[config.mk]
export PLATFORM = sky130hd
export DESIGN_NAME = status_led_blink_pattern_top
export DESIGN_NICKNAME = d
export VERILOG_FILES = /design/src/slbp_pkg.sv /design/src/slbp_csr.sv /design/src/slbp_engine.sv /design/src/status_led_blink_pattern_top.sv
export SDC_FILE = /design/constraint.sdc
export NUM_CORES = 1
export LEC_CHECK = 0
export BUFFER_PORTS_ARGS = -buffer_cell sky130_fd_sc_hd__buf_2
export CAP_MARGIN = 20
export CORE_MARGIN = 2
export CORE_UTILIZATION = 53
export DETAILED_ROUTE_END_ITERATION = 10
export GPL_TIMING_DRIVEN = 1
export PLACE_DENSITY = 0.82
export SLEW_MARGIN = 20
export SYNTH_ARGS = -nofsm -noshare
export SYNTH_HDL_FRONTEND = slang
export SYNTH_SLANG_ARGS = --single-unit
[constraint.sdc]
create_clock -name clock -period 14.5 [get_ports clock]
set_input_delay 0.725 -clock clock [delete_from_list [all_inputs] [get_ports clock]]
set_output_delay 0.725 -clock clock [all_outputs]
set_load 0.05 [all_outputs]
[src/slbp_pkg.sv]
// Shared types, constants and helpers for the status LED blink pattern block.
// No dependencies; used by slbp_csr, slbp_engine and status_led_blink_pattern_top.
package slbp_pkg;

   // Timestamp arithmetic width (elapsed time wraps at 2^TIME_WIDTH), 16..64
   localparam int TIME_WIDTH = 32;
   localparam int MS_WIDTH   = 32;
   localparam int PER_WIDTH  = 16;
   localparam int PAT_WIDTH  = 3;
   localparam int STEP_WIDTH = 3;
   localparam int CSR_IDX_WIDTH  = 3;
   localparam int CSR_DATA_WIDTH = 16;

   // Pattern codes
   localparam logic [PAT_WIDTH-1:0] PAT_OFF    = 3'd0;
   localparam logic [PAT_WIDTH-1:0] PAT_SLOW   = 3'd1;
   localparam logic [PAT_WIDTH-1:0] PAT_FAST   = 3'd2;
   localparam logic [PAT_WIDTH-1:0] PAT_DOUBLE = 3'd3;
   localparam logic [PAT_WIDTH-1:0] PAT_SOLID  = 3'd4;
   localparam logic [PAT_WIDTH-1:0] PAT_TRIPLE = 3'd5;

   // Register indexes
   localparam logic [CSR_IDX_WIDTH-1:0] CSR_PATTERN      = 3'd0;
   localparam logic [CSR_IDX_WIDTH-1:0] CSR_SLOW_PERIOD  = 3'd1;
   localparam logic [CSR_IDX_WIDTH-1:0] CSR_FAST_PERIOD  = 3'd2;
   localparam logic [CSR_IDX_WIDTH-1:0] CSR_DOUBLE_SHORT = 3'd3;
   localparam logic [CSR_IDX_WIDTH-1:0] CSR_DOUBLE_PAUSE = 3'd4;
   localparam logic [CSR_IDX_WIDTH-1:0] CSR_TRIPLE_SHORT = 3'd5;
   localparam logic [CSR_IDX_WIDTH-1:0] CSR_TRIPLE_PAUSE = 3'd6;

   // Reset values of the period registers
   localparam logic [PER_WIDTH-1:0] RST_SLOW_PERIOD  = 16'd1000;
   localparam logic [PER_WIDTH-1:0] RST_FAST_PERIOD  = 16'd200;
   localparam logic [PER_WIDTH-1:0] RST_DOUBLE_SHORT = 16'd150;
   localparam logic [PER_WIDTH-1:0] RST_DOUBLE_PAUSE = 16'd600;
   localparam logic [PER_WIDTH-1:0] RST_TRIPLE_SHORT = 16'd100;
   localparam logic [PER_WIDTH-1:0] RST_TRIPLE_PAUSE = 16'd500;

   // Step boundaries for the multi-blink patterns
   localparam logic [STEP_WIDTH-1:0] DOUBLE_PAUSE_STEP = 3'd4;
   localparam logic [STEP_WIDTH-1:0] TRIPLE_PAUSE_STEP = 3'd6;
   localparam logic [STEP_WIDTH:0]   DOUBLE_WRAP       = 4'd6;

   typedef logic [TIME_WIDTH-1:0] time_type;

   // Configuration seen by the engine
   typedef struct packed {
      logic [PAT_WIDTH-1:0] pattern;
      logic [PER_WIDTH-1:0] slow_period;
      logic [PER_WIDTH-1:0] fast_period;
      logic [PER_WIDTH-1:0] double_short;
      logic [PER_WIDTH-1:0] double_pause;
      logic [PER_WIDTH-1:0] triple_short;
      logic [PER_WIDTH-1:0] triple_pause;
      logic                 step_clr;
   } cfg_type;

   // Timestamp word to internal time width (truncate or zero-extend)
   function automatic time_type time_from_ms(input logic [MS_WIDTH-1:0] ms);
      logic [63:0] wide;
      wide = 64'(ms);
      return wide[TIME_WIDTH-1:0];
   endfunction

endpackage

[src/slbp_csr.sv]
// Configuration registers of the status LED blink pattern block.
// Depends on slbp_pkg.
module slbp_csr (
   input  logic                                 clock,
   input  logic                                 reset,
   input  logic                                 csr_wr_en,
   input  logic [slbp_pkg::CSR_IDX_WIDTH-1:0]   csr_index,
   input  logic [slbp_pkg::CSR_DATA_WIDTH-1:0]  csr_wdata,
   output slbp_pkg::cfg_type                    cfg
);

   logic [slbp_pkg::PAT_WIDTH-1:0] pattern_ff;
   logic [slbp_pkg::PER_WIDTH-1:0] slow_ff, fast_ff, dshort_ff, dpause_ff, tshort_ff, tpause_ff;
   logic                           step_clr_ff, step_clr_in;
   logic [slbp_pkg::PAT_WIDTH-1:0] wr_pattern;

   assign wr_pattern = csr_wdata[slbp_pkg::PAT_WIDTH-1:0];

   // a blink pattern write restarts the step sequence
   always_comb begin
      step_clr_in = 1'b0;
      if (csr_wr_en && csr_index == slbp_pkg::CSR_PATTERN) begin
         step_clr_in = wr_pattern == slbp_pkg::PAT_SLOW || wr_pattern == slbp_pkg::PAT_FAST ||
                       wr_pattern == slbp_pkg::PAT_DOUBLE || wr_pattern == slbp_pkg::PAT_TRIPLE;
      end
   end

   // register file
   always_ff @(posedge clock) begin
      if (reset) begin
         pattern_ff  <= slbp_pkg::PAT_OFF;
         slow_ff     <= slbp_pkg::RST_SLOW_PERIOD;
         fast_ff     <= slbp_pkg::RST_FAST_PERIOD;
         dshort_ff   <= slbp_pkg::RST_DOUBLE_SHORT;
         dpause_ff   <= slbp_pkg::RST_DOUBLE_PAUSE;
         tshort_ff   <= slbp_pkg::RST_TRIPLE_SHORT;
         tpause_ff   <= slbp_pkg::RST_TRIPLE_PAUSE;
         step_clr_ff <= 1'b0;
      end else begin
         step_clr_ff <= step_clr_in;
         if (csr_wr_en) begin
            case (csr_index)
               slbp_pkg::CSR_PATTERN:      pattern_ff <= wr_pattern;
               slbp_pkg::CSR_SLOW_PERIOD:  slow_ff    <= csr_wdata;
               slbp_pkg::CSR_FAST_PERIOD:  fast_ff    <= csr_wdata;
               slbp_pkg::CSR_DOUBLE_SHORT: dshort_ff  <= csr_wdata;
               slbp_pkg::CSR_DOUBLE_PAUSE: dpause_ff  <= csr_wdata;
               slbp_pkg::CSR_TRIPLE_SHORT: tshort_ff  <= csr_wdata;
               slbp_pkg::CSR_TRIPLE_PAUSE: tpause_ff  <= csr_wdata;
               default: ;
            endcase
         end
      end
   end

   assign cfg.pattern      = pattern_ff;
   assign cfg.slow_period  = slow_ff;
   assign cfg.fast_period  = fast_ff;
   assign cfg.double_short = dshort_ff;
   assign cfg.double_pause = dpause_ff;
   assign cfg.triple_short = tshort_ff;
   assign cfg.triple_pause = tpause_ff;
   assign cfg.step_clr     = step_clr_ff;

endmodule

[src/slbp_engine.sv]
// Blink state (last toggle time, levels, step) and the per-word update logic.
// Depends on slbp_pkg.
module slbp_engine (
   input  logic                            clock,
   input  logic                            reset,
   input  slbp_pkg::cfg_type               cfg,
   input  logic                            fire,
   input  logic [slbp_pkg::MS_WIDTH-1:0]   now_ms,
   output logic                            led_on,
   output logic                            toggled
);

   slbp_pkg::time_type              last_ff, last_in, now_t, elapsed;
   logic                            blink_ff, blink_in;
   logic                            pin_ff, pin_in;
   logic [slbp_pkg::STEP_WIDTH-1:0] step_ff, step_in, step_adv, step_cur;
   logic [slbp_pkg::STEP_WIDTH:0]   step_sum;
   logic [slbp_pkg::PER_WIDTH-1:0]  period;
   logic                            blinking, tog;

   // a pending step clear already applies to a word that fires this cycle
   assign step_cur = cfg.step_clr ? '0 : step_ff;

   assign now_t    = slbp_pkg::time_from_ms(now_ms);
   assign elapsed  = now_t - last_ff;
   assign step_sum = {1'b0, step_cur} + 1'b1;

   // period selection and step advance per pattern
   always_comb begin
      period   = '0;
      blinking = 1'b1;
      step_adv = step_cur;
      case (cfg.pattern)
         slbp_pkg::PAT_SLOW: period = cfg.slow_period;
         slbp_pkg::PAT_FAST: period = cfg.fast_period;
         slbp_pkg::PAT_DOUBLE: begin
            period = (step_cur < slbp_pkg::DOUBLE_PAUSE_STEP) ? cfg.double_short
                                                               : cfg.double_pause;
            // mod 6, also folds stray steps 6 and 7
            step_adv = (step_sum >= slbp_pkg::DOUBLE_WRAP)
                       ? slbp_pkg::STEP_WIDTH'(step_sum - slbp_pkg::DOUBLE_WRAP)
                       : step_sum[slbp_pkg::STEP_WIDTH-1:0];
         end
         slbp_pkg::PAT_TRIPLE: begin
            period = (step_cur < slbp_pkg::TRIPLE_PAUSE_STEP) ? cfg.triple_short
                                                               : cfg.triple_pause;
            step_adv = step_sum[slbp_pkg::STEP_WIDTH-1:0];
         end
         default: blinking = 1'b0;
      endcase
   end

   assign tog = blinking && (elapsed >= slbp_pkg::TIME_WIDTH'(period));

   // next state
   always_comb begin
      last_in  = last_ff;
      blink_in = blink_ff;
      pin_in   = pin_ff;
      step_in  = step_cur;
      if (fire) begin
         if (cfg.pattern == slbp_pkg::PAT_SOLID) begin
            pin_in = 1'b1;
         end else if (!blinking) begin
            pin_in = 1'b0;
         end
         if (tog) begin
            blink_in = ~blink_ff;
            pin_in   = ~blink_ff;
            last_in  = now_t;
            step_in  = step_adv;
         end
      end
   end

   always_ff @(posedge clock) begin
      if (reset) begin
         last_ff  <= '0;
         blink_ff <= 1'b0;
         pin_ff   <= 1'b0;
         step_ff  <= '0;
      end else begin
         last_ff  <= last_in;
         blink_ff <= blink_in;
         pin_ff   <= pin_in;
         step_ff  <= step_in;
      end
   end

   assign led_on  = pin_in;
   assign toggled = fire && tog;

endmodule

[src/status_led_blink_pattern_top.sv]
// Top level of the status LED blink pattern generator: input register,
// engine and result register. Depends on slbp_pkg, slbp_csr, slbp_engine.
//
//   channel  ports         dir  handshake
//   request  req_now_ms    in   req_valid / req_ready
//   response rsp_led_on,   out  rsp_valid / rsp_ready
//            rsp_toggled
//   config   csr_*         in   csr_wr_en, no wait
//
// One word per clock unless rsp_ready stalls; a word passes the input register,
// then the result register after the update logic, on its way to rsp_valid.
// Synchronous reset clears control state, the blink state and the config registers, not payload.
// A stall on rsp_ready holds the result register; the input register keeps
// taking a word while the result waits, so req_ready drops only when both hold.
module status_led_blink_pattern_top (
   input  logic                                 clock,
   input  logic                                 reset,
   input  logic                                 req_valid,
   output logic                                 req_ready,
   input  logic [slbp_pkg::MS_WIDTH-1:0]        req_now_ms,
   output logic                                 rsp_valid,
   input  logic                                 rsp_ready,
   output logic                                 rsp_led_on,
   output logic                                 rsp_toggled,
   input  logic                                 csr_wr_en,
   input  logic [slbp_pkg::CSR_IDX_WIDTH-1:0]   csr_index,
   input  logic [slbp_pkg::CSR_DATA_WIDTH-1:0]  csr_wdata
);

   slbp_pkg::cfg_type              cfg;
   logic                           s1_valid_ff, s1_valid_in;
   logic [slbp_pkg::MS_WIDTH-1:0]  s1_now_ff;
   logic                           out_valid_ff, out_valid_in;
   logic                           out_led_ff, out_tog_ff;
   logic                           advance, fire, led_c, tog_c;

   slbp_csr u_csr (
      .clock     (clock),
      .reset     (reset),
      .csr_wr_en (csr_wr_en),
      .csr_index (csr_index),
      .csr_wdata (csr_wdata),
      .cfg       (cfg)
   );

   // pipeline flow control
   assign advance     = !out_valid_ff || rsp_ready;
   assign fire        = s1_valid_ff && advance;
   assign req_ready   = !s1_valid_ff || advance;
   assign s1_valid_in = (req_valid && req_ready) || (s1_valid_ff && !advance);
   assign out_valid_in = fire || (out_valid_ff && !rsp_ready);

   slbp_engine u_engine (
      .clock   (clock),
      .reset   (reset),
      .cfg     (cfg),
      .fire    (fire),
      .now_ms  (s1_now_ff),
      .led_on  (led_c),
      .toggled (tog_c)
   );

   // control registers
   always_ff @(posedge clock) begin
      if (reset) begin
         s1_valid_ff  <= 1'b0;
         out_valid_ff <= 1'b0;
      end else begin
         s1_valid_ff  <= s1_valid_in;
         out_valid_ff <= out_valid_in;
      end
   end

   // payload registers
   always_ff @(posedge clock) begin
      if (req_valid && req_ready) begin
         s1_now_ff <= req_now_ms;
      end
      if (fire) begin
         out_led_ff <= led_c;
         out_tog_ff <= tog_c;
      end
   end

   assign rsp_valid   = out_valid_ff;
   assign rsp_led_on  = out_led_ff;
   assign rsp_toggled = out_tog_ff;

   // a stalled input word stays put
   a_s1_hold: assert property (@(posedge clock) disable iff (reset)
      s1_valid_ff && !advance |=> s1_valid_ff && $stable(s1_now_ff))
      else $error("input word lost or changed while stalled");

   // solid pattern drives the pin high without toggling
   a_solid: assert property (@(posedge clock) disable iff (reset)
      fire && cfg.pattern == slbp_pkg::PAT_SOLID |=> rsp_valid && rsp_led_on && !rsp_toggled)
      else $error("solid pattern result wrong");

   // off and unused codes drive the pin low without toggling
   a_off: assert property (@(posedge clock) disable iff (reset)
      fire && (cfg.pattern == slbp_pkg::PAT_OFF || cfg.pattern > slbp_pkg::PAT_TRIPLE)
      |=> rsp_valid && !rsp_led_on && !rsp_toggled)
      else $error("off pattern result wrong");

   // the result register only drains through an accepted word
   a_drain: assert property (@(posedge clock) disable iff (reset)
      $fell(out_valid_ff) |-> $past(rsp_ready))
      else $error("result dropped without handshake");

endmodule

==> impl_metrics.tcl <==
set metrics [dict create \
    wirelength_um 22900 \
    grt.overflow.total 0 \
    post-route-min-period_ns 5.79 \
    fin_skew_ns 0.0150 \
    ys_warn_count 0 \
    async_reset_ff_frac 0 \
    vdd.ir_drop.worst_v 0.0000901 \
    avgRoutedWirePerCell_um 16.1 \
    data_arrival_time_of_the_critical_path_ns 6.08 \
    layout.cells.most_common_list "259 x nand2_1, 143 x a21oi_1, 138 x dfxtp_1" \
    remaining_drc_errors 0 \
    timing.critical_path.to_type "flip-flop" \
    drtIter0Drc 718 \
    dpl.hpwl_um 15500 \
    grt_max_degree 78 \
    groute.usage.overall 0.239 \
    worst-slew-pin-transition_ns 1.02 \
    worst_setup_path_start_kind "flip-flop" \
    synthTopCellsByArea "dfxtp_1 29%, edfxtp_1 11%, nand2_1 10%, a21oi_1 7.5%, ha_1 6.4%" \
    ctsResizeCount 0 \
    netlist_area_pre_place_mm2 0.00958 \
    detailroute.via_count 8392 \
    insertedDiodeCount 0 \
    die_width_um 138 \
    ys_types 70 \
    fillCellCount 1588 \
    synth_top_area_share 0.290 \
    cts.sinks 173 \
    final_common_cell "nand2_1" \
    worst_setup_hold_path_clk_slew_ns 0.07 \
    critPathRequiredTime_ns 14.79 \
    insertion_delay_ns 0.44 \
    dp.cells 1388 \
    floorplan.initialDensity 0.537 \
    cts.path.max_buffers 2 \
    rows 49 \
    first_global_vias 8124 \
    numPortBuffers 59 \
    synth_largest_area_cell "dfxtp_1" \
    ys_seq_elements 173 \
    cts_buffers 17 \
    synth_enable_flop_cells 34 \
    p_leak_nw 3.76 \
    cts_setup_buffers 0 \
    grt_setup_unrepaired "false" \
    tns_ns 0 \
    path_delay_family "simple AND/OR/NAND/NOR gates" \
    drv_cap 0 \
    synth_seq_area_share 0.397 \
    setup_violations 0 \
    synth_area_per_cell_um2 8.28 \
    hold_class "reg -> reg" \
    max_freq_ghz 0.173 \
    hold_viol_final 0 \
    critical_path_buf_inv_count 1 \
    power_per_cell_area_mw_per_mm2 104 \
    design.die.area_mm2 0.0192 \
    chipHeight_um 138 \
    drt_first_pass_iters 5 \
    finalNonFillerCells 1421 \
    timing_max_transition_violations_final 0 \
    ant_nets 0 \
    layout_worst_path_cycle_share 0.399 \
    post_route_cells_drive_above_1_share 0.131 \
    area_of_the_multi_input_gates_mm2 0.00534 \
    final.hold.worst_slack_ns 0.454 \
    synthesized_netlist_net_count 1263 \
    dominantRegCellSynth "dfxtp_1" \
    cts_tree "built" \
    num_io_pins 60 \
    crit_path_max_cell_delay_ns 0.89 \
    setup.worst_path.class "reg -> reg" \
    post_drt_via_cell_ratio 5.91 \
    critical_path.cell_chain "nor2b_2, buf_4, nand2_1, mux2i_1, o22ai_1, a22o_1, ha_1, nand2b_1, a2111oi_0, a211o_1, a31oi_1, a2111oi_2, o2111ai_1, or4_4, or3_2, nand3_1, a21oi_1" \
    crit_slowest_cell "or3_2" \
    worstPathMaxFanout 34 \
    place.gp.congestion 0.884 \
    number_of_antenna_violations_at_the_first_check_in_global_routing 0 \
    area.sequential_mm2 0.00380 \
    cts_htree_levels 4 \
    layout_overhead_on_the_synthesized_area_pct 9.98 \
    outcome "completed" \
    design.core.area_mm2 0.0178 \
    synthesis.instances 1157 \
    clk_root_buffer_cell "clkbuf_16" \
    design_power_total_mw 1.10 \
    first_pass_grt_wire_length_um 38300 \
    max_slew_headroom_at_the_worst_pin 0.318 \
    final_nets 1285 \
    hold_buffers 0 \
]
flip-flops by register name, summed over array words and instances, names as in the netlist:
register,flops
s1_valid_ff,1
u_engine.pin_ff,1
rsp_led_on,1
u_csr.fast_ff,16
s1_now_ff,32
u_csr.pattern_ff,3
u_csr.dpause_ff,16
u_engine.last_ff,32
u_engine.blink_ff,1
u_csr.tpause_ff,16
u_csr.step_clr_ff,1
rsp_valid,1
u_csr.dshort_ff,16
u_engine.step_ff,3
rsp_toggled,1
u_csr.tshort_ff,16
u_csr.slow_ff,16
per-stage QoR:
stage	utilization	area (um^2)	setup slack [ns]
after floorplan	-	9580	9.71
after global placement	0.556	9920	8.76
after detailed placement	0.557	9930	8.55
after CTS	0.589	10500	8.46
after global routing	0.591	10500	8.49
final	0.591	10500	8.71
per-layer routing:
metal	GRT usage	vias to the layer above	wire length, um
li1	-	4125	-
met1	0.304	3987	10100
met2	0.414	251	11300
met3	0.0433	29	1130
met4	0.0747	0	331
met5	0	-	0
logic make-up after synthesis:
kind of cell | count (synthesis) | share of synthesized area
and+or+nand+nor | 450 | 0.231
AOI/OAI and AO/OA | 316 | 0.195
DFF | 173 | 0.397
buffers and inverters | 105 | 0.0483
adders and majority gates | 50 | 0.0661
muxes | 38 | 0.0398
xor gates and xnor gates | 25 | 0.0229
synth_stat cells, drive strengths merged, types with 2 or more instances:
| master | count |
|---|---|
| a2111oi | 3 |
| a211o | 2 |
| a211oi | 3 |
| a21boi | 3 |
| a21o | 8 |
| a21oi | 148 |
| a22oi | 15 |
| a2bb2oi | 2 |
| a31oi | 3 |
| and2 | 5 |
| and3 | 2 |
| and4 | 3 |
| buf | 19 |
| clkbuf | 46 |
| dfxtp | 139 |
| edfxtp | 34 |
| ha | 49 |
| inv | 40 |
| mux2i | 37 |
| nand2 | 259 |
| nand2b | 12 |
| nand3 | 45 |
| nand3b | 26 |
| nand4 | 10 |
| nor2 | 44 |
| nor2b | 9 |
| nor3 | 14 |
| nor3b | 2 |
| nor4 | 7 |
| o2111ai | 2 |
| o211ai | 7 |
| o21a | 6 |
| o21ai | 83 |
| o221ai | 2 |
| o22ai | 18 |
| o2bb2ai | 2 |
| or3 | 8 |
| or4 | 2 |
| xnor2 | 15 |
| xor2 | 10 |
worst reg2reg max path, delay by kind of cell (launching register included):
family | cells | cell delay [ns]
compound gates | 8 | 1.67
fa+ha+maj | 1 | 0.26
buf+inv | 1 | 0.32
flops | 1 | 0.32
mux | 1 | 0.37
simple gates | 6 | 2.71
worst paths after layout:
check                                 start  slack (ns)  cells after the start                                to
max          u_engine.step_ff[2]$_SDFF_PP0_        8.71                     17  u_engine.last_ff[0]$_SDFFE_PP0P_
min          u_csr.slow_ff[13]$_SDFFE_PP0P_        0.45                      2    u_csr.slow_ff[13]$_SDFFE_PP0P_
max reg2reg  u_engine.step_ff[2]$_SDFF_PP0_        8.71                     17  u_engine.last_ff[0]$_SDFFE_PP0P_
min reg2reg  u_csr.slow_ff[13]$_SDFFE_PP0P_        0.45                      2    u_csr.slow_ff[13]$_SDFFE_PP0P_
cell type report:
| class | count | share of cell area |
|---|---|---|
| Clock buffer | 18 | 0.0417 |
| Clock inverter | 14 | 0.0132 |
| Inverter | 40 | 0.0143 |
| Multi-Input combinational cell | 879 | 0.507 |
| Sequential cell | 173 | 0.361 |
| Tap cell | 229 | 0.0272 |
| Timing Repair Buffer | 68 | 0.0359 |
power breakdown:
part	total (mW)	switching, mW	leakage (nW)	internal, mW
sequential	0.514	0.00921	1.46	0.504
clock	0.455	0.221	0.282	0.234
combinational	0.128	0.0790	2.02	0.0489
total	1.10	0.309	3.76	0.787
(Power assumes the default switching activity.)
